==> src/hw/rtl/atust_pkg.sv <==
// Shared types, constants and helpers of the unsolicited status tracker.
package atust_pkg;

    localparam int LINE_BYTES = 64;
    localparam int LEN_W      = $clog2(LINE_BYTES + 1);
    localparam int ADDR_W     = $clog2(LINE_BYTES);
    localparam int Q_DEPTH    = 4;

    localparam int CFG_IDX_W = 2;
    localparam int CFG_DAT_W = 8;
    localparam logic [CFG_IDX_W-1:0] CFG_HOME    = 2'd0;
    localparam logic [CFG_IDX_W-1:0] CFG_ROAM    = 2'd1;
    localparam logic [CFG_IDX_W-1:0] CFG_PROFILE = 2'd2;

    localparam logic [2:0] EV_NONE     = 3'd0;
    localparam logic [2:0] EV_SYSSTART = 3'd1;
    localparam logic [2:0] EV_SHUTDOWN = 3'd2;
    localparam logic [2:0] EV_CREG     = 3'd3;
    localparam logic [2:0] EV_SISW     = 3'd4;
    localparam logic [2:0] EV_SISR     = 3'd5;
    localparam logic [2:0] EV_SIS      = 3'd6;
    localparam logic [2:0] EV_OTHER    = 3'd7;

    localparam int FL_ONLINE   = 0;
    localparam int FL_SHUTDOWN = 1;
    localparam int FL_REG      = 2;
    localparam int FL_CONN     = 3;
    localparam int FL_WREADY   = 4;
    localparam int FL_W        = 5;
    localparam logic [FL_W-1:0] FLAGS_RESET = 5'b00001;

    localparam logic [7:0] CH_TAB   = 8'h09;
    localparam logic [7:0] CH_LF    = 8'h0A;
    localparam logic [7:0] CH_CR    = 8'h0D;
    localparam logic [7:0] CH_SPACE = 8'h20;
    localparam logic [7:0] CH_PLUS  = 8'h2B;
    localparam logic [7:0] CH_MINUS = 8'h2D;
    localparam logic [7:0] CH_ZERO  = 8'h30;
    localparam logic [7:0] CH_NINE  = 8'h39;
    localparam logic [7:0] CH_COLON = 8'h3A;
    localparam logic [7:0] CH_CARET = 8'h5E;

    localparam logic [15:0] MAG_MAX = 16'hFFFF;

    localparam int NAME_MAX = 9;
    localparam int N_NAMES  = 6;
    localparam int NM_SYSSTART = 0;
    localparam int NM_SHUTDOWN = 1;
    localparam int NM_CREG     = 2;
    localparam int NM_SISW     = 3;
    localparam int NM_SISR     = 4;
    localparam int NM_SIS      = 5;

    localparam logic [NAME_MAX*8-1:0] NAME_TEXT [N_NAMES] = '{
        "^SYSSTART",
        "^SHUTDOWN",
        {"+CREG:", 24'h0},
        {"^SISW:", 24'h0},
        {"^SISR:", 24'h0},
        {"^SIS:", 32'h0}
    };
    localparam logic [3:0] NAME_LEN [N_NAMES] = '{4'd9, 4'd9, 4'd6, 4'd6, 4'd6, 4'd5};

    localparam logic [LEN_W-1:0] OFF_FIRST  = LEN_W'(7);
    localparam logic [LEN_W-1:0] OFF_SECOND = LEN_W'(9);
    localparam logic [LEN_W-1:0] CREG_LONG  = LEN_W'(22);
    localparam logic [LEN_W-1:0] CREG_MID   = LEN_W'(10);
    localparam logic [LEN_W-1:0] CREG_SHORT = LEN_W'(8);

    typedef struct packed {
        logic [2:0]       ev;
        logic             ovf;
        logic [LEN_W-1:0] tlen;
    } t_cmd;

    typedef struct packed {
        logic              en;
        logic [ADDR_W-1:0] addr;
        logic [7:0]        data;
    } t_wr;

    function automatic logic [7:0] name_char(input int k, input logic [3:0] p);
        logic [7:0] res;
        res = 8'h00;
        for (int i = 0; i < NAME_MAX; i++) begin
            if (p == 4'(i)) begin
                res = NAME_TEXT[k][(NAME_MAX-1-i)*8 +: 8];
            end
        end
        return res;
    endfunction

endpackage

==> src/hw/rtl/at_unsolicited_status_tracker.sv <==
// Top level: receive byte tracker for unsolicited modem status lines.
// A byte's result passes through the command queue and then the result register.
// Throughput: one byte per cycle while the queue has room; a +CREG, ^SISW or ^SISR line
// end stalls input while the back end walks the line store through one RAM read port.
// Synchronous active-low reset: parser idle, online set, all other flags clear, queue
// and result register empty; the line store is not cleared.
module at_unsolicited_status_tracker (
    input  logic                            i_clk,
    input  logic                            i_rst_n,
    input  logic                            i_in_valid,
    output logic                            o_in_stall,
    input  logic [7:0]                      i_rx_byte,
    output logic                            o_out_valid,
    input  logic                            i_out_stall,
    output logic                            o_online,
    output logic                            o_shutdown,
    output logic                            o_registered,
    output logic                            o_connected,
    output logic                            o_write_ready,
    output logic [2:0]                      o_line_event,
    output logic                            o_line_overflow,
    input  logic                            i_cfg_we,
    input  logic [atust_pkg::CFG_IDX_W-1:0] i_cfg_index,
    input  logic [atust_pkg::CFG_DAT_W-1:0] i_cfg_data
);
    import atust_pkg::*;

    logic              push;
    t_cmd              push_cmd;
    logic              q_full;
    logic              q_valid;
    t_cmd              q_data;
    logic              pop;
    logic              done;
    t_wr               wr;
    logic [ADDR_W-1:0] raddr;
    logic [7:0]        rd_data;
    logic [FL_W-1:0]   flags;

    atust_front u_front (
        .i_clk      (i_clk),
        .i_rst_n    (i_rst_n),
        .i_in_valid (i_in_valid),
        .o_in_stall (o_in_stall),
        .i_rx_byte  (i_rx_byte),
        .i_q_full   (q_full),
        .i_done     (done),
        .o_push     (push),
        .o_cmd      (push_cmd),
        .o_wr       (wr)
    );

    atust_ram #(
        .WIDTH (8),
        .DEPTH (LINE_BYTES)
    ) u_line_ram (
        .i_clk   (i_clk),
        .i_we    (wr.en),
        .i_waddr (wr.addr),
        .i_wdata (wr.data),
        .i_raddr (raddr),
        .o_rdata (rd_data)
    );

    atust_queue u_queue (
        .i_clk   (i_clk),
        .i_rst_n (i_rst_n),
        .i_push  (push),
        .i_data  (push_cmd),
        .o_full  (q_full),
        .o_valid (q_valid),
        .o_data  (q_data),
        .i_pop   (pop)
    );

    atust_back u_back (
        .i_clk           (i_clk),
        .i_rst_n         (i_rst_n),
        .i_cfg_we        (i_cfg_we),
        .i_cfg_index     (i_cfg_index),
        .i_cfg_data      (i_cfg_data),
        .i_q_valid       (q_valid),
        .i_q_data        (q_data),
        .o_pop           (pop),
        .o_done          (done),
        .o_raddr         (raddr),
        .i_rd_data       (rd_data),
        .o_out_valid     (o_out_valid),
        .i_out_stall     (i_out_stall),
        .o_flags         (flags),
        .o_line_event    (o_line_event),
        .o_line_overflow (o_line_overflow)
    );

    assign o_online      = flags[FL_ONLINE];
    assign o_shutdown    = flags[FL_SHUTDOWN];
    assign o_registered  = flags[FL_REG];
    assign o_connected   = flags[FL_CONN];
    assign o_write_ready = flags[FL_WREADY];

endmodule

==> src/hw/rtl/atust_ram.sv <==
// Generic single-write, single-read RAM with registered read data.
module atust_ram #(
    parameter int WIDTH = 8,
    parameter int DEPTH = 64
) (
    input  logic                     i_clk,
    input  logic                     i_we,
    input  logic [$clog2(DEPTH)-1:0] i_waddr,
    input  logic [WIDTH-1:0]         i_wdata,
    input  logic [$clog2(DEPTH)-1:0] i_raddr,
    output logic [WIDTH-1:0]         o_rdata
);

    logic [WIDTH-1:0] r_mem [DEPTH];
    logic [WIDTH-1:0] r_rdata;

    always_ff @(posedge i_clk) begin
        if (i_we) begin
            r_mem[i_waddr] <= i_wdata;
        end
        r_rdata <= r_mem[i_raddr];
    end

    assign o_rdata = r_rdata;

endmodule

==> src/hw/rtl/atust_front.sv <==
// Front end: accepts receive bytes, tracks the line phase, stores and classifies lines.
module atust_front (
    input  logic                 i_clk,
    input  logic                 i_rst_n,
    input  logic                 i_in_valid,
    output logic                 o_in_stall,
    input  logic [7:0]           i_rx_byte,
    input  logic                 i_q_full,
    input  logic                 i_done,
    output logic                 o_push,
    output atust_pkg::t_cmd      o_cmd,
    output atust_pkg::t_wr       o_wr
);
    import atust_pkg::*;

    localparam logic [1:0] PH_IDLE = 2'd0;
    localparam logic [1:0] PH_NAME = 2'd1;
    localparam logic [1:0] PH_DATA = 2'd2;
    localparam logic [1:0] PH_END  = 2'd3;

    logic [1:0]         r_phase, n_phase;
    logic [LEN_W-1:0]   r_len, n_len;
    logic               r_ovf, n_ovf;
    logic [N_NAMES-1:0] r_match, n_match;
    logic               r_zseen, n_zseen;
    logic [LEN_W-1:0]   r_zpos, n_zpos;
    logic               r_busy, n_busy;

    logic               accept;
    logic               do_store;
    logic               start;
    logic [LEN_W-1:0]   pos;
    logic [N_NAMES-1:0] base_match;
    logic               base_zseen;
    logic [N_NAMES-1:0] has;
    logic [2:0]         ev;
    logic [LEN_W-1:0]   tlen;

    assign o_in_stall = r_busy || i_q_full;
    assign accept     = i_in_valid && !o_in_stall;
    assign tlen       = r_zseen ? r_zpos : r_len;

    always_comb begin
        for (int k = 0; k < N_NAMES; k++) begin
            has[k] = r_match[k] && (r_len >= LEN_W'(NAME_LEN[k]));
        end
    end

    always_comb begin
        n_phase  = r_phase;
        n_len    = r_len;
        n_ovf    = r_ovf;
        n_match  = r_match;
        n_zseen  = r_zseen;
        n_zpos   = r_zpos;
        n_busy   = i_done ? 1'b0 : r_busy;
        do_store = 1'b0;
        start    = 1'b0;
        ev       = EV_NONE;

        unique case (r_phase)
            PH_IDLE: begin
                if (i_rx_byte == CH_PLUS || i_rx_byte == CH_CARET) begin
                    start    = 1'b1;
                    do_store = 1'b1;
                    n_ovf    = 1'b0;
                    n_phase  = PH_NAME;
                end
            end
            PH_NAME: begin
                do_store = 1'b1;
                if (i_rx_byte == CH_CR) begin
                    n_phase = PH_IDLE;
                    if (has[NM_SYSSTART]) begin
                        ev = EV_SYSSTART;
                    end else if (has[NM_SHUTDOWN]) begin
                        ev = EV_SHUTDOWN;
                    end else begin
                        ev = EV_OTHER;
                    end
                end else if (i_rx_byte == CH_COLON) begin
                    n_phase = PH_DATA;
                end
            end
            PH_DATA: begin
                if (i_rx_byte == CH_CR) begin
                    n_phase = PH_END;
                end else begin
                    do_store = 1'b1;
                end
            end
            PH_END: begin
                n_phase = PH_IDLE;
                if (i_rx_byte == CH_LF) begin
                    if (has[NM_CREG]) begin
                        ev = EV_CREG;
                    end else if (has[NM_SISW]) begin
                        ev = EV_SISW;
                    end else if (has[NM_SISR]) begin
                        ev = EV_SISR;
                    end else if (has[NM_SIS]) begin
                        ev = EV_SIS;
                    end else begin
                        ev = EV_OTHER;
                    end
                    if (ev == EV_CREG || ev == EV_SISW || ev == EV_SISR) begin
                        n_busy = 1'b1;
                    end
                end
            end
            default: begin
                n_phase = PH_IDLE;
            end
        endcase

        pos        = start ? '0 : r_len;
        base_match = start ? '1 : r_match;
        base_zseen = start ? 1'b0 : r_zseen;

        o_wr.en   = 1'b0;
        o_wr.addr = pos[ADDR_W-1:0];
        o_wr.data = i_rx_byte;

        if (do_store) begin
            if (pos < LEN_W'(LINE_BYTES)) begin
                o_wr.en = 1'b1;
                n_len   = pos + LEN_W'(1);
                for (int k = 0; k < N_NAMES; k++) begin
                    n_match[k] = base_match[k];
                    if (pos < LEN_W'(NAME_LEN[k])
                            && i_rx_byte != name_char(k, pos[3:0])) begin
                        n_match[k] = 1'b0;
                    end
                end
                n_zseen = base_zseen;
                if (!base_zseen && i_rx_byte == 8'h00) begin
                    n_zseen = 1'b1;
                    n_zpos  = pos;
                end
            end else begin
                n_ovf = 1'b1;
            end
        end

        if (!accept) begin
            n_phase = r_phase;
            n_len   = r_len;
            n_ovf   = r_ovf;
            n_match = r_match;
            n_zseen = r_zseen;
            n_zpos  = r_zpos;
            n_busy  = i_done ? 1'b0 : r_busy;
            o_wr.en = 1'b0;
        end

        o_push     = accept;
        o_cmd.ev   = ev;
        o_cmd.ovf  = n_ovf;
        o_cmd.tlen = tlen;
    end

    always_ff @(posedge i_clk) begin
        if (!i_rst_n) begin
            r_phase <= PH_IDLE;
            r_len   <= '0;
            r_ovf   <= 1'b0;
            r_busy  <= 1'b0;
            r_match <= '0;
            r_zseen <= 1'b0;
        end else begin
            r_phase <= n_phase;
            r_len   <= n_len;
            r_ovf   <= n_ovf;
            r_busy  <= n_busy;
            r_match <= n_match;
            r_zseen <= n_zseen;
        end
        r_zpos <= n_zpos;
    end

endmodule

==> src/hw/rtl/atust_queue.sv <==
// Short command queue between the front end and the back end.
module atust_queue (
    input  logic            i_clk,
    input  logic            i_rst_n,
    input  logic            i_push,
    input  atust_pkg::t_cmd i_data,
    output logic            o_full,
    output logic            o_valid,
    output atust_pkg::t_cmd o_data,
    input  logic            i_pop
);
    import atust_pkg::*;

    localparam int PTR_W = $clog2(Q_DEPTH);
    localparam int CNT_W = $clog2(Q_DEPTH + 1);

    t_cmd             r_mem [Q_DEPTH];
    logic [PTR_W-1:0] r_wp, n_wp;
    logic [PTR_W-1:0] r_rp, n_rp;
    logic [CNT_W-1:0] r_count, n_count;

    assign o_full  = (r_count == CNT_W'(Q_DEPTH));
    assign o_valid = (r_count != '0);
    assign o_data  = r_mem[r_rp];

    always_comb begin
        n_wp    = r_wp;
        n_rp    = r_rp;
        n_count = r_count;
        if (i_push) begin
            n_wp = (r_wp == PTR_W'(Q_DEPTH - 1)) ? '0 : r_wp + PTR_W'(1);
        end
        if (i_pop) begin
            n_rp = (r_rp == PTR_W'(Q_DEPTH - 1)) ? '0 : r_rp + PTR_W'(1);
        end
        if (i_push && !i_pop) begin
            n_count = r_count + CNT_W'(1);
        end else if (!i_push && i_pop) begin
            n_count = r_count - CNT_W'(1);
        end
    end

    always_ff @(posedge i_clk) begin
        if (!i_rst_n) begin
            r_wp    <= '0;
            r_rp    <= '0;
            r_count <= '0;
        end else begin
            r_wp    <= n_wp;
            r_rp    <= n_rp;
            r_count <= n_count;
        end
        if (i_push) begin
            r_mem[r_wp] <= i_data;
        end
    end

endmodule

==> src/hw/rtl/atust_back.sv <==
// Back end: walks stored fields, updates status flags and holds the result register.
module atust_back (
    input  logic                            i_clk,
    input  logic                            i_rst_n,
    input  logic                            i_cfg_we,
    input  logic [atust_pkg::CFG_IDX_W-1:0] i_cfg_index,
    input  logic [atust_pkg::CFG_DAT_W-1:0] i_cfg_data,
    input  logic                            i_q_valid,
    input  atust_pkg::t_cmd                 i_q_data,
    output logic                            o_pop,
    output logic                            o_done,
    output logic [atust_pkg::ADDR_W-1:0]    o_raddr,
    input  logic [7:0]                      i_rd_data,
    output logic                            o_out_valid,
    input  logic                            i_out_stall,
    output logic [atust_pkg::FL_W-1:0]      o_flags,
    output logic [2:0]                      o_line_event,
    output logic                            o_line_overflow
);
    import atust_pkg::*;

    localparam logic [1:0] B_IDLE = 2'd0;
    localparam logic [1:0] B_ADDR = 2'd1;
    localparam logic [1:0] B_CHAR = 2'd2;
    localparam logic [1:0] B_DONE = 2'd3;

    function automatic logic val_eq(input logic neg, input logic [15:0] mag,
                                    input logic [15:0] x);
        return (mag == x) && (!neg || mag == 16'd0);
    endfunction

    logic [1:0]       r_state, n_state;
    t_cmd             r_cmd, n_cmd;
    logic [LEN_W-1:0] r_pos, n_pos;
    logic             r_neg, n_neg;
    logic [15:0]      r_mag, n_mag;
    logic             r_sgn, n_sgn;
    logic             r_second, n_second;
    logic             r_a_ok, n_a_ok;
    logic [FL_W-1:0]  r_flags, n_flags;
    logic             r_out_valid, n_out_valid;
    logic [2:0]       r_out_ev, n_out_ev;
    logic             r_out_ovf, n_out_ovf;
    logic [7:0]       r_home, r_roam;
    logic [3:0]       r_prof;

    logic             out_free;
    logic             walk;
    logic [7:0]       c;
    logic             is_blank;
    logic             is_sign;
    logic             is_digit;
    logic [7:0]       dig;
    logic [19:0]      acc;
    logic [LEN_W-1:0] creg_off;

    assign out_free = !r_out_valid || !i_out_stall;
    assign walk     = (i_q_data.ev == EV_CREG) || (i_q_data.ev == EV_SISW)
                   || (i_q_data.ev == EV_SISR);
    assign c        = (r_pos < r_cmd.tlen) ? i_rd_data : 8'h00;
    assign is_blank = (c == CH_SPACE) || (c >= CH_TAB && c <= CH_CR);
    assign is_sign  = (c == CH_PLUS) || (c == CH_MINUS);
    assign is_digit = (c >= CH_ZERO) && (c <= CH_NINE);
    assign dig      = c - CH_ZERO;
    assign acc      = ({4'b0, r_mag} << 3) + ({4'b0, r_mag} << 1) + 20'(dig[3:0]);
    assign o_raddr  = r_pos[ADDR_W-1:0];

    always_comb begin
        if (i_q_data.tlen > CREG_LONG) begin
            creg_off = OFF_SECOND;
        end else if (i_q_data.tlen > CREG_MID) begin
            creg_off = OFF_FIRST;
        end else if (i_q_data.tlen > CREG_SHORT) begin
            creg_off = OFF_SECOND;
        end else begin
            creg_off = OFF_FIRST;
        end
    end

    always_comb begin
        n_state     = r_state;
        n_cmd       = r_cmd;
        n_pos       = r_pos;
        n_neg       = r_neg;
        n_mag       = r_mag;
        n_sgn       = r_sgn;
        n_second    = r_second;
        n_a_ok      = r_a_ok;
        n_flags     = r_flags;
        n_out_valid = r_out_valid && i_out_stall;
        n_out_ev    = r_out_ev;
        n_out_ovf   = r_out_ovf;
        o_pop       = 1'b0;
        o_done      = 1'b0;

        unique case (r_state)
            B_IDLE: begin
                if (i_q_valid) begin
                    if (walk) begin
                        o_pop    = 1'b1;
                        n_cmd    = i_q_data;
                        n_pos    = (i_q_data.ev == EV_CREG) ? creg_off : OFF_FIRST;
                        n_neg    = 1'b0;
                        n_mag    = '0;
                        n_sgn    = 1'b0;
                        n_second = 1'b0;
                        n_state  = B_ADDR;
                    end else if (out_free) begin
                        o_pop = 1'b1;
                        case (i_q_data.ev)
                            EV_SYSSTART: n_flags = '0;
                            EV_SHUTDOWN: begin
                                n_flags[FL_ONLINE]   = 1'b0;
                                n_flags[FL_SHUTDOWN] = 1'b1;
                            end
                            default: ;
                        endcase
                        n_out_valid = 1'b1;
                        n_out_ev    = i_q_data.ev;
                        n_out_ovf   = i_q_data.ovf;
                    end
                end
            end
            B_ADDR: begin
                n_state = B_CHAR;
            end
            B_CHAR: begin
                if (!r_sgn && is_blank) begin
                    n_pos   = r_pos + LEN_W'(1);
                    n_state = B_ADDR;
                end else if (!r_sgn && is_sign) begin
                    n_neg   = (c == CH_MINUS);
                    n_sgn   = 1'b1;
                    n_pos   = r_pos + LEN_W'(1);
                    n_state = B_ADDR;
                end else if (is_digit) begin
                    n_sgn   = 1'b1;
                    n_mag   = (acc > 20'(MAG_MAX)) ? MAG_MAX : acc[15:0];
                    n_pos   = r_pos + LEN_W'(1);
                    n_state = B_ADDR;
                end else if (r_cmd.ev != EV_CREG && !r_second) begin
                    n_a_ok   = val_eq(r_neg, r_mag, {12'b0, r_prof});
                    n_second = 1'b1;
                    n_pos    = OFF_SECOND;
                    n_neg    = 1'b0;
                    n_mag    = '0;
                    n_sgn    = 1'b0;
                    n_state  = B_ADDR;
                end else begin
                    n_state = B_DONE;
                end
            end
            B_DONE: begin
                if (out_free) begin
                    case (r_cmd.ev)
                        EV_CREG: begin
                            if (!(r_neg && r_mag == 16'd1)) begin
                                n_flags[FL_REG] = val_eq(r_neg, r_mag, {8'b0, r_home})
                                               || val_eq(r_neg, r_mag, {8'b0, r_roam});
                            end
                        end
                        EV_SISW: begin
                            if (r_a_ok && !r_neg && r_mag == 16'd1) begin
                                n_flags[FL_CONN]   = 1'b1;
                                n_flags[FL_WREADY] = 1'b1;
                            end
                        end
                        EV_SISR: begin
                            if (r_a_ok && !r_neg && r_mag == 16'd2) begin
                                n_flags[FL_CONN] = 1'b0;
                            end
                        end
                        default: ;
                    endcase
                    n_out_valid = 1'b1;
                    n_out_ev    = r_cmd.ev;
                    n_out_ovf   = r_cmd.ovf;
                    o_done      = 1'b1;
                    n_state     = B_IDLE;
                end
            end
            default: begin
                n_state = B_IDLE;
            end
        endcase
    end

    always_ff @(posedge i_clk) begin
        if (!i_rst_n) begin
            r_state     <= B_IDLE;
            r_flags     <= FLAGS_RESET;
            r_out_valid <= 1'b0;
            r_home      <= 8'd1;
            r_roam      <= 8'd5;
            r_prof      <= 4'd0;
        end else begin
            r_state     <= n_state;
            r_flags     <= n_flags;
            r_out_valid <= n_out_valid;
            if (i_cfg_we) begin
                case (i_cfg_index)
                    CFG_HOME:    r_home <= i_cfg_data;
                    CFG_ROAM:    r_roam <= i_cfg_data;
                    CFG_PROFILE: r_prof <= i_cfg_data[3:0];
                    default: ;
                endcase
            end
        end
        r_cmd     <= n_cmd;
        r_pos     <= n_pos;
        r_neg     <= n_neg;
        r_mag     <= n_mag;
        r_sgn     <= n_sgn;
        r_second  <= n_second;
        r_a_ok    <= n_a_ok;
        r_out_ev  <= n_out_ev;
        r_out_ovf <= n_out_ovf;
    end

    assign o_out_valid     = r_out_valid;
    assign o_flags         = r_flags;
    assign o_line_event    = r_out_ev;
    assign o_line_overflow = r_out_ovf;

endmodule

==> config.mk <==
export PLATFORM = sky130hd
export DESIGN_NAME = at_unsolicited_status_tracker
export DESIGN_NICKNAME = d
export VERILOG_FILES = /design/src/hw/rtl/atust_pkg.sv /design/src/hw/rtl/at_unsolicited_status_tracker.sv /design/src/hw/rtl/atust_ram.sv /design/src/hw/rtl/atust_front.sv /design/src/hw/rtl/atust_queue.sv /design/src/hw/rtl/atust_back.sv
export SDC_FILE = /design/constraint.sdc
export NUM_CORES = 1
export LEC_CHECK = 0
export ABC_AREA = 1
export ABC_CLOCK_PERIOD_IN_PS = 3740
export BUFFER_PORTS_ARGS = -buffer_cell sky130_fd_sc_hd__buf_2
export CORE_MARGIN = 5
export CORE_UTILIZATION = 55
export CTS_BUF_LIST = sky130_fd_sc_hd__clkbuf_4
export DETAILED_ROUTE_END_ITERATION = 6
export GPL_ROUTABILITY_DRIVEN = 0
export PLACE_DENSITY = 0.81
export SYNTH_ARGS = -nofsm -noshare
export SYNTH_HDL_FRONTEND = slang
export SYNTH_SLANG_ARGS = --single-unit
==> constraint.sdc <==
create_clock -name i_clk -period 3.74 [get_ports i_clk]
set_clock_uncertainty 0.1 [all_clocks]
set_input_delay 0.187 -clock i_clk [delete_from_list [all_inputs] [get_ports i_clk]]
set_output_delay 0.187 -clock i_clk [all_outputs]
set_load 0.02 [all_outputs]
Yosys cells after proc, flatten, opt, wreduce, memory -nomap -nowiden. Memory sizes are Yosys's and may differ from the RTL's. A register that Yosys moved wholly into a read port is not among the register bits. Index checks and enable logic that the tools add are counted.

Add/sub/neg operators: 9. Multipliers: 0. Div/mod/pow operators: 0. Order comparisons: 16. Equal/unequal tests: 75. Shift operators: 0. Multiplexer cells: 184. Bitwise operators: 4. Reduce and logical (&&, ||, !) cells: 91.

Operators by type and width (number): two-way mux 8 bit (37); two-way mux 7 bit (28); two-way mux 16 bit (7); two-way mux 1 bit (58); two-way mux 3 bit (17); != test 8 bit (6); == test 8 x 6 -> 1 bit, second input constant (5); AND reduction 4 bit (9); == test 16 x 8 -> 1 bit (2); two-way mux 2 bit (16); one-hot mux 16 bit (2 select lines) (1); logical AND 1 bit (29); == test 3 bit, second input constant (7); adder 19 x 17 -> 20 bit (1); adder 20 x 4 -> 20 bit (1); greater-than comparator 20 x 16 -> 1 bit, second input constant (1); AND reduction 5 bit (4); nonzero test 2 bit (10); != test 2 bit, second input constant (9); one-hot mux 3 bit (2 select lines) (3); == test 16 x 1 -> 1 bit, second input constant (1); == test 16 x 2 -> 1 bit, second input constant (1); == test 16 x 4 -> 1 bit (1); == test 4 x 3 -> 1 bit, second input constant (4); 54 further kinds (121).

Register bits: 102. Latch bits: 0. Memory bits (writable): 556. Memory bits (read-only): 0. Memories kept: 2.

Memory list: u_line_ram.r_mem (depth 64, width 8, read ports 1, clocked after Yosys merged registers in 1, wr ports 1, line atust_ram.sv:14) `logic [WIDTH-1:0] r_mem [DEPTH];`; u_queue.r_mem (depth 4, width 11, read ports 1, clocked after Yosys merged registers in 1, wr ports 1, line atust_queue.sv:17) `t_cmd r_mem [Q_DEPTH];`.

Depth between registers and ports, before layout. Gate-level depths: netlist (run 1).

Word-level depth: 21. Mapped depth: 27. Mapped depth without buffers: 25.

By module. Synthesis (run 1) repeated with hierarchy kept, for this count alone.

Cells, all modules: 3054. Area total of the unflattened synthesis: 30824.6 um2.

By module, submodules not included: atust_ram (instances 1, cells an instance 1822, area each 21291.7 um2, seq. area each 15534.9 um2); atust_back (instances 1, cells an instance 661, area each 4992.3 um2, seq. area each 1821.7 um2); atust_front (instances 1, cells an instance 404, area each 2449.8 um2, seq. area each 570.5 um2); atust_queue (instances 1, cells an instance 167, area each 2090.8 um2, seq. area each 1501.4 um2).

Worst setup path after synthesis (run 1). No wires, ideal clock.

Path kind: register to register. Start: register u_back.r_pos[2]. End: register u_back.r_mag[4] (data pin). Library setup time: 0.249 ns. Arrival time: 3.593 ns. Required time: 3.391 ns. Slack: -0.203 ns. Cell stages (with the launch flop): 21. Buffers on the path: 1. Clock period less this slack: 3.943 ns. Cells stage by stage: edfxtp_1 -> ha_1 -> a21oi_1 -> nand2_1 -> nand4_1 -> nand2_1 -> nor2_1 -> fa_1 -> fa_1 -> nand3_1 -> nand2_1 -> a21boi_1 -> o21ai_0 -> nand4_1 -> nand4_1 -> xor2_1 -> nor2_2 -> buf_2 -> nand3_1 -> nand2_1 -> inv_1.

Cells in the longest elaborated chain, start to end: 10. Elaborated cells between the ends (all ways): 13. Those cells by class: add/sub (2); order compare (4); mux (6); reduce/logical (1).

RTL lines: from (decl) (line atust_back.sv:34) `logic [LEN_W-1:0] r_pos, n_pos;`; from (signal assigned) (line atust_back.sv:210) `r_pos <= n_pos;`; less-than comparator 7 bit * (line atust_back.sv:60) `assign c = (r_pos < r_cmd.tlen) ? i_rd_data : 8'h00;`; two-way mux 8 bit * (line atust_back.sv:60); subtractor 4 x 1 -> 4 bit (line atust_back.sv:64) `assign dig = c - CH_ZERO;`; adder 20 x 4 -> 20 bit (line atust_back.sv:65) `assign acc = ({4'b0, r_mag} << 3) + ({4'b0, r_mag} << 1) + 20'(dig[3:0]);`; greater-than comparator 20 x 16 -> 1 bit (line atust_back.sv:138) `n_mag = (acc > 20'(MAG_MAX)) ? MAG_MAX : acc[15:0];`; two-way mux 16 bit (line atust_back.sv:138); two-way mux 16 bit * (line atust_back.sv:136) `end else if (is_digit) begin`; two-way mux 16 bit * (line atust_back.sv:131) `end else if (!r_sgn && is_sign) begin`; two-way mux 16 bit * (line atust_back.sv:128) `if (!r_sgn && is_blank) begin`; one-hot mux 16 bit (2 select lines) * (line atust_back.sv:96) `unique case (r_state)`; to (signal assigned) (line atust_back.sv:212) `r_mag <= n_mag;`; to (decl) (line atust_back.sv:36) `logic [15:0] r_mag, n_mag;`.

Every way passes the cells marked *; elsewhere a longest branch is shown, timed or not. The select of a mux whose other input is x is not followed. A chain may end at the register's enable or synchronous reset.

Worst setup path in the final report (run 1).
Start: register u_back.r_pos[2]. End: register u_back.r_mag[5] (data pin).

The elaborated chain is that of the path after synthesis.

==> results of run 1 <==
-- repair_timing --
| item | CTS | global route |
|---|---|---|
| buffers inserted | 11 | 11 |
| cloned | 1 | 0 |
| pin swaps | 23 | 27 |
| resized for setup | 19 | 35 |
| setup endpoints to repair | 16 | 29 |
| hold endpoints to repair | 528 | 0 |
| hold buffers | 45 | 0 |
-- cell families (layout without fill, tap and decap cells) --
kind of cell	after synthesis	after routing	share of synthesized area, %
xor gates and xnor gates	36	36	1.07
DFF	668	668	65.9
muxes	52	52	1.77
and+or+nand+nor	977	977	13.9
adders and majority gates	54	54	2.37
other	0	2	0
buffers and inverters	293	640	3.88
AOI/OAI and AO/OA	524	524	11.2
-- worst max-delay path, delay by kind of cell (launching register included) --
kind	cells	cell delay (ns)
XOR/XNOR	1	0.08
adder cells (fa/ha/maj)	3	1.06
flip-flops	1	0.44
AND/OR/NAND/NOR	13	1.48
buffers and inverters	2	0.23
AO/OA/AOI/OAI	3	0.44
-- sequential cells by signal, indices dropped and copies added, names as in the netlist, 2 cells and up, named ones only --
register / flops
u_back.r_state: 2
u_back.r_mag: 16
u_back.r_home: 8
u_line_ram.o_rdata: 8
u_back.o_line_event: 3
u_front.r_match: 6
u_queue.r_mem: 44
u_back.r_roam: 8
u_back.r_cmd: 11
u_line_ram.r_mem: 512
u_front.r_zpos: 7
u_queue.r_wp: 2
u_back.o_flags: 5
u_front.r_len: 7
u_back.r_prof: 4
u_queue.r_count: 3
u_queue.r_rp: 2
u_back.r_pos: 7
-- power breakdown --
part	internal [W]	switching, W
Combinational	0.00237	0.00425
Clock	0.00295	0.00282
Sequential	0.00860	0.000316
-- layout make-up --
type | instances | area (um^2) | share of cell area (%)
clock inverter | 51 | 283 | 0.840
tap | 688 | 861 | 2.56
timing repair buffer | 201 | 1600 | 4.74
sequential | 668 | 19400 | 57.7
multi-input combinational | 1643 | 9160 | 27.2
clock buffer | 227 | 1700 | 5.06
inverter | 161 | 616 | 1.83
antenna | 2 | 5.00 | 0.0149
-- placed cells by master (no fill, tap or decap), drive strengths merged, types with 3 or more instances in the layout --
| master | netlist | final |
|---|---|---|
| nand3 | 138 | 138 |
| edfxtp | 605 | 605 |
| ha | 51 | 51 |
| buf | 29 | 156 |
| fa | 3 | 3 |
| o21ai | 224 | 224 |
| inv | 157 | 162 |
| clkbuf | 103 | 227 |
| nand2 | 294 | 294 |
| dfxtp | 63 | 63 |
| nor2 | 485 | 485 |
| o221ai | 53 | 53 |
| dlygate4sd3 | 0 | 45 |
| o31ai | 3 | 3 |
| mux2i | 52 | 52 |
| o22ai | 7 | 7 |
| a21boi | 4 | 4 |
| xnor2 | 20 | 20 |
| nor3 | 23 | 23 |
| a211oi | 3 | 3 |
| nand3b | 3 | 3 |
| xor2 | 16 | 16 |
| or2 | 3 | 3 |
| nor4 | 8 | 8 |
| o211ai | 15 | 15 |
| a31oi | 9 | 9 |
| clkinv | 4 | 45 |
| clkinvlp | 0 | 3 |
| a21oi | 107 | 107 |
| o32ai | 77 | 77 |
| nand4 | 18 | 18 |
| a32o | 8 | 8 |
-- per-stage QoR --
stage | power [W] | TNS, ns | setup WS, ns | hold slack [ns] | util (%)
finish | 0.0213 | -4.86 | -0.398 | 0.0911 | 63.7
global route | 0.0223 | -7.74 | -0.569 | 0.0728 | 63.7
CTS | 0.0208 | -0.835 | -0.0666 | 0.00264 | 63.3
detailed placement | 0.0146 | -1.27 | -0.102 | 0.346 | 58.3
global placement | 0.0143 | 0 | 0.0531 | 0.323 | 58.3
floorplan | 0.0128 | 0 | 0.0131 | 0.186 | -
-- Yosys cell counts (all sizes together) (3+ instances only) --
master	count	share of area [%]
a211oi	3	0.076
a21boi	4	0.10
a21oi	107	1.8
a31oi	9	0.19
a32o	8	0.27
buf	29	0.51
clkbuf	103	1.3
clkinv	4	0.059
dfxtp	63	4.3
edfxtp	605	62
fa	3	0.20
ha	51	2.2
inv	157	2.0
mux2i	52	1.8
nand2	294	3.8
nand3	138	2.4
nand3b	3	0.076
nand4	18	0.51
nor2	485	6.3
nor3	23	0.39
nor4	8	0.17
o211ai	15	0.38
o21ai	224	3.8
o221ai	53	1.6
o22ai	7	0.15
o31ai	3	0.076
o32ai	77	2.3
or2	3	0.064
xnor2	20	0.59
xor2	16	0.48
-- worst paths after layout --
check                           depth (start not counted)               from  slack, ns                  to
worst min register to register                          2  u_back.o_flags[4]       0.37   u_back.o_flags[4]
worst max-delay path                                   22    u_back.r_pos[2]      -0.40     u_back.r_mag[5]
worst min-delay path                                    4        i_out_stall       0.09  u_back.o_out_valid
worst max register to register                         22    u_back.r_pos[2]      -0.40     u_back.r_mag[5]
-- layer usage --
metal / vias up / GRT usage, % / routed length [um]
met3: 266 / 5.57 / 8570
li1: 9985 / - / -
met2: 1511 / 41.9 / 37400
met4: 2 / 11.6 / 3210
met1: 10700 / 32.1 / 28000
met5: - / 0 / 14
==> flow_summary.json, run 1 <==
{
  "syn_avg_cell_area_um2": 11.3,
  "critPathRequiredTime_ns": 4.28,
  "first_pass_iters": 6,
  "finalWirelength_mm": 77.2,
  "slew_violations": 0,
  "cp_cell_sequence": "ha_4, a21oi_2, nand2_2, nand4_1, nand2_2, nor2_4, fa_2, ha_4, nand3_2, nand2_2, a21oi_2, o21bai_1, nand2_1, nand2_2, nand2_2, nand2_4, xor2_1, nor2_2, buf_12, nand3_1, nand2_1, inv_1",
  "grt_first_pass_wirelength_mm": 119,
  "crit_path_end_kind": "flip-flop",
  "post-route-period-util_pct": 111,
  "slew-limit-headroom_pct": 21.6,
  "grt_max_degree": 205,
  "cts-buffers-inserted": 157,
  "rsz0062_at_grt": "true",
  "syn_nets": 2681,
  "yosysWarnings": 0,
  "overflow": 0,
  "yosysUniqueCellTypes": 58,
  "antenna_found_initial": 3,
  "vias": 22500,
  "crit_type": "flip-flop to flip-flop",
  "setup_viol": 16,
  "power_leakage_nw": 12.5,
  "htree_num_levels": 4,
  "synth_cells": 2604,
  "cts.sink_count": 668,
  "violations": "setup timing",
  "fp.dieH_um": 242,
  "ys_seq_elements": 668,
  "synthToLayoutAreaGrowth_pct": 14.2,
  "fmax_ghz": 0.242,
  "grt.total_usage_pct": 25.3,
  "cts.path.max_buffers": 3,
  "cts_tree": "built",
  "outcome": "finished with violations",
  "ys.flop_type": "edfxtp_1",
  "critPathSlowestCell": "fa_2",
  "synth_edf_count": 605,
  "drt_iter0_markers": 3309,
  "synthArstFlopShare_pct": 0,
  "setup_slack_ns": -0.398,
  "power.density_nw_per_um2": 633,
  "wl_per_cell_um": 21.2,
  "core_area_um2": 52900,
  "cts_root_buf": "clkbuf_4",
  "fp-row-count": 84,
  "dieArea_um2": 58300,
  "holdCritPathClass": "input port to flip-flop",
  "drv_cap": 0,
  "initial_core_util_pct": 55.8,
  "path_max_fanout": 16,
  "place_area_um2": 30800,
  "grt_pass1_vias": 22200,
  "nFillCells": 3689,
  "setup.worst_path.start_class": "flip-flop",
  "slowest_delay_ns": 0.49,
  "io_pins": 34,
  "min_period_ns": 4.14,
  "worstPathArrival_ns": 4.67,
  "io_buffers": 33,
  "vdd_drop_max_mv": 0.473,
  "yosysSeqAreaShare_pct": 65.9,
  "insertion_delay_ns": 0.91,
  "hpwlAfterDp_mm": 44.7,
  "final_nets": 2909,
  "drive_above_1_share_pct": 16.5,
  "finalHoldViolCount": 0,
  "synth_area_um2": 29500,
  "finalNonFillerCells": 3641,
  "dp_cells": 3296,
  "viasPerCell": 6.17,
  "route.detailed.drc": 0,
  "finalInstanceArea_um2": 33700,
  "die_w_um": 242,
  "worst_pin_slew_ns": 1.18,
  "ant_nets": 0,
  "cp_common_cell": "nand2_2",
  "clkSlewWorstSetupHoldPaths_ns": 0.07
}
No activity file was read; power rests on OpenSTA's default activity.
==> run 2: changes to the inputs <==
--- a/config.mk
+++ b/config.mk
@@ -16,4 +16,5 @@
 export PLACE_DENSITY = 0.81
 export SYNTH_ARGS = -nofsm -noshare
 export SYNTH_HDL_FRONTEND = slang
+export SYNTH_HIERARCHICAL = 1
 export SYNTH_SLANG_ARGS = --single-unit
==> run 2 against run 1 <==
Effect of this change: power increased by 8.5%; the run ends with DRC left; highest routed layer is now met4; synthesized cell count up 17%; critical endpoint is now u_back/r_mag[9]; worst hold slack improved by 0.051 ns; fmax is 14% higher.
==> flow_summary.json, run 2 <==
{
  "clkSlewWorstSetupHoldPaths_ns": 0.07,
  "yosysUniqueCellTypes": 54,
  "final_nets": 3354,
  "worst_pin_slew_ns": 1.16,
  "synth_common_cells": "nand2_1, edfxtp_1, nand3_1",
  "cts-buffers-inserted": 162,
  "synth_simple_gate_area_share_pct": 24.6,
  "syn_avg_cell_area_um2": 10.1,
  "synth-compound-area-share_pct": 3.52,
  "synth_edf_count": 605,
  "io_buffers": 33,
  "netlist_top_cells_area": "edfxtp_1, nand2_1, nand3_1, dfxtp_1, nor2_1",
  "fp-row-count": 86,
  "power_leakage_nw": 13.8,
  "synthArstFlopShare_pct": 0,
  "power.switching_w": 0.00853,
  "fp.dieH_um": 247,
  "cts_root_buf": "clkbuf_4",
  "worstPathArrival_ns": 4.26,
  "yosys.area.top_type": "edfxtp_1",
  "path_max_fanout": 8,
  "insertion_delay_ns": 0.99,
  "synthToLayoutAreaGrowth_pct": 12.8,
  "dieArea_um2": 60900,
  "largest_reg_flops": 512,
  "clock_power_share_pct": 25.7,
  "hpwlAfterDp_mm": 42.5,
  "antenna_found_initial": 3,
  "synth_fa_ha_area_share_pct": 2.26,
  "ys.flop_type": "edfxtp_1",
  "final-seq-area_um2": 19400,
  "top_register": "u_line_ram/r_mem",
  "cts.path.max_buffers": 3,
  "first_pass_iters": 7,
  "vias": 23500,
  "outcome": "finished with violations",
  "overflow": 0,
  "yosysTopAreaCellShare_pct": 58.9,
  "critPathRequiredTime_ns": 4.37,
  "synth_area_um2": 30800,
  "cts.sink_count": 668,
  "io_pins": 34,
  "synth_mux_area_share_pct": 0,
  "route.detailed.drc": 1,
  "slew-limit-headroom_pct": 22.4,
  "drt_iter0_markers": 2913,
  "critPathSlowestCell": "fa_1",
  "htree_num_levels": 4,
  "multi_input_area_um2": 9850,
  "initial_core_util_pct": 55.7,
  "die_w_um": 247,
  "ys_seq_elements": 668,
  "core_area_um2": 55300,
  "setup_viol": 0,
  "viasPerCell": 5.65,
  "fmax_ghz": 0.275,
  "slew_violations": 0,
  "intPower_w": 0.0146,
  "finalInstanceArea_um2": 34800,
  "drv_cap": 0,
  "p_sw_share_pct": 36.9,
  "combPwrFrac_pct": 35.4,
  "cp_cell_sequence": "ha_4, nand2_1, inv_1, nand2_1, nand2_2, nand2_4, nand3_4, fa_1, inv_1, fa_2, nand3_2, nand2_2, nand4_1, nand2_2, nand2_2, nand2_1, nand2_2, nand2_2, nor2_4, clkbuf_16, nand3_1, nand2_1, inv_1",
  "cts_tree": "built",
  "mostFrequentLayoutCells": "nand2_1, edfxtp_1, nand3_1",
  "power.density_nw_per_um2": 664,
  "synth_cells": 3054,
  "finalHoldViolCount": 0,
  "utilization_pct": 62.9,
  "yosysSeqAreaShare_pct": 63.0,
  "yosysMostFrequentCell": "nand2_1",
  "post-route-period-util_pct": 97.1,
  "yosys.area_share.xor_xnor_pct": 0.909,
  "p_seq_share_pct": 38.9,
  "grt_first_pass_wirelength_mm": 117,
  "setup.worst_path.start_class": "flip-flop",
  "cp_common_cell": "nand2_2",
  "nFillCells": 4163,
  "layout_commonest_cell": "nand2_1",
  "place_area_um2": 31800,
  "holdCritPathClass": "input port to flip-flop",
  "grt_pass1_vias": 22600,
  "finalWirelength_mm": 74.6,
  "vdd_drop_max_mv": 0.453,
  "violations": "DRC",
  "min_period_ns": 3.63,
  "synth_top_family_by_area": "simple AND/OR/NAND/NOR gates",
  "slowest_delay_ns": 0.53,
  "wl_per_cell_um": 18.0,
  "grt.total_usage_pct": 24.1,
  "crit_type": "flip-flop to flip-flop",
  "fin_tns_setup_ns": 0,
  "ant_nets": 0,
  "drive_above_1_share_pct": 15.3,
  "crit_path_end_kind": "flip-flop",
  "syn_nets": 3131,
  "yosysWarnings": 6,
  "grt_max_degree": 196,
  "top_regs": "u_line_ram/r_mem (512), u_queue/r_mem (44), u_back/r_mag (16)"
}
## run 2: changes by cell type in the layout (fill, tap and decap cells not counted), sizes merged, moves of 11 or more
cell	change
o211ai	-11
nand2	+649
nor2	-266
o32ai	-76
mux2i	-52
o21ai	-137
nand3	+393
o221ai	-53
inv	+24
clkbuf	+19
a21oi	-38
## run 2: cell type report
cell class | count | share of cell area (%)
multi-input combinational | 2044 | 28.3
clock inverter | 42 | 0.644
tap | 748 | 2.69
sequential | 668 | 55.9
timing repair buffer | 218 | 5.17
inverter | 183 | 2.00
clock buffer | 245 | 5.29
antenna | 4 | 0.0288
## run 2: per-stage QoR
step	total power [W]	std cells	hold WS (ns)	setup WS (ns)
after floorplan	0.0145	3054	0.208	0.129
after global placement	0.0165	3785	0.325	0.0804
after detailed placement	0.0166	3785	0.332	-0.0145
after CTS	0.0226	4127	0.0481	0.00767
after global routing	0.0244	4152	0.129	-0.0629
final	0.0231	4152	0.142	0.108
## run 2: routing by layer
metal,vias up,global-route usage (%),part of all wire [%]
li1,11000,-,-
met3,211,5.47,9.4
met2,1256,39.6,49
met5,-,0,0
met1,11000,31.6,39
met4,0,9.34,3.2
## run 2: logic make-up (layout without fill, tap and decap cells)
logic type	count (synthesis)	after routing
AOI/OAI and AO/OA	195	195
xor gates and xnor gates	32	32
adders and majority gates	54	54
buffers and inverters	342	688
DFF	668	668
other	0	4
and+or+nand+nor	1763	1763
## run 2: timing repair
action	4_1_cts	5_1_grt
pin swaps	0	19
buffers inserted	0	20
resized for setup	1	44
endpoints found under the hold margin	595	0
hold buffers	55	0
gates cloned	0	1
setup endpoints to repair	12	200
## run 2: power by group through the flow
stage	registers, W	clock network [W]	logic (W)
global route	0.00902	0.00646	0.00897
CTS	0.00896	0.00604	0.00760
floorplan	0.00908	0	0.00546
finish	0.00898	0.00594	0.00818
global placement	0.00911	0	0.00735
detailed placement	0.00912	0	0.00751
## run 2: path summary, 6_finish.rpt
path | slack [ns] | cells after the start | end | startpoint
setup / recovery | 0.11 | 23 | u_back/r_mag[9] | u_back/r_pos[2]
hold / removal | 0.14 | 5 | u_back/r_prof[1] | i_cfg_index[0]
setup reg to reg | 0.11 | 23 | u_back/r_mag[9] | u_back/r_pos[2]
hold reg to reg | 0.35 | 2 | u_back/o_flags[0] | u_back/o_flags[0]
## run 2: worst max-delay path, delay by kind of cell, from the launching register on
family / cells / cell delay, ns
flip-flops: 1 / 0.44
AND/OR/NAND/NOR: 16 / 1.37
adder cells (fa/ha/maj): 3 / 1.17
buffers and inverters: 4 / 0.34
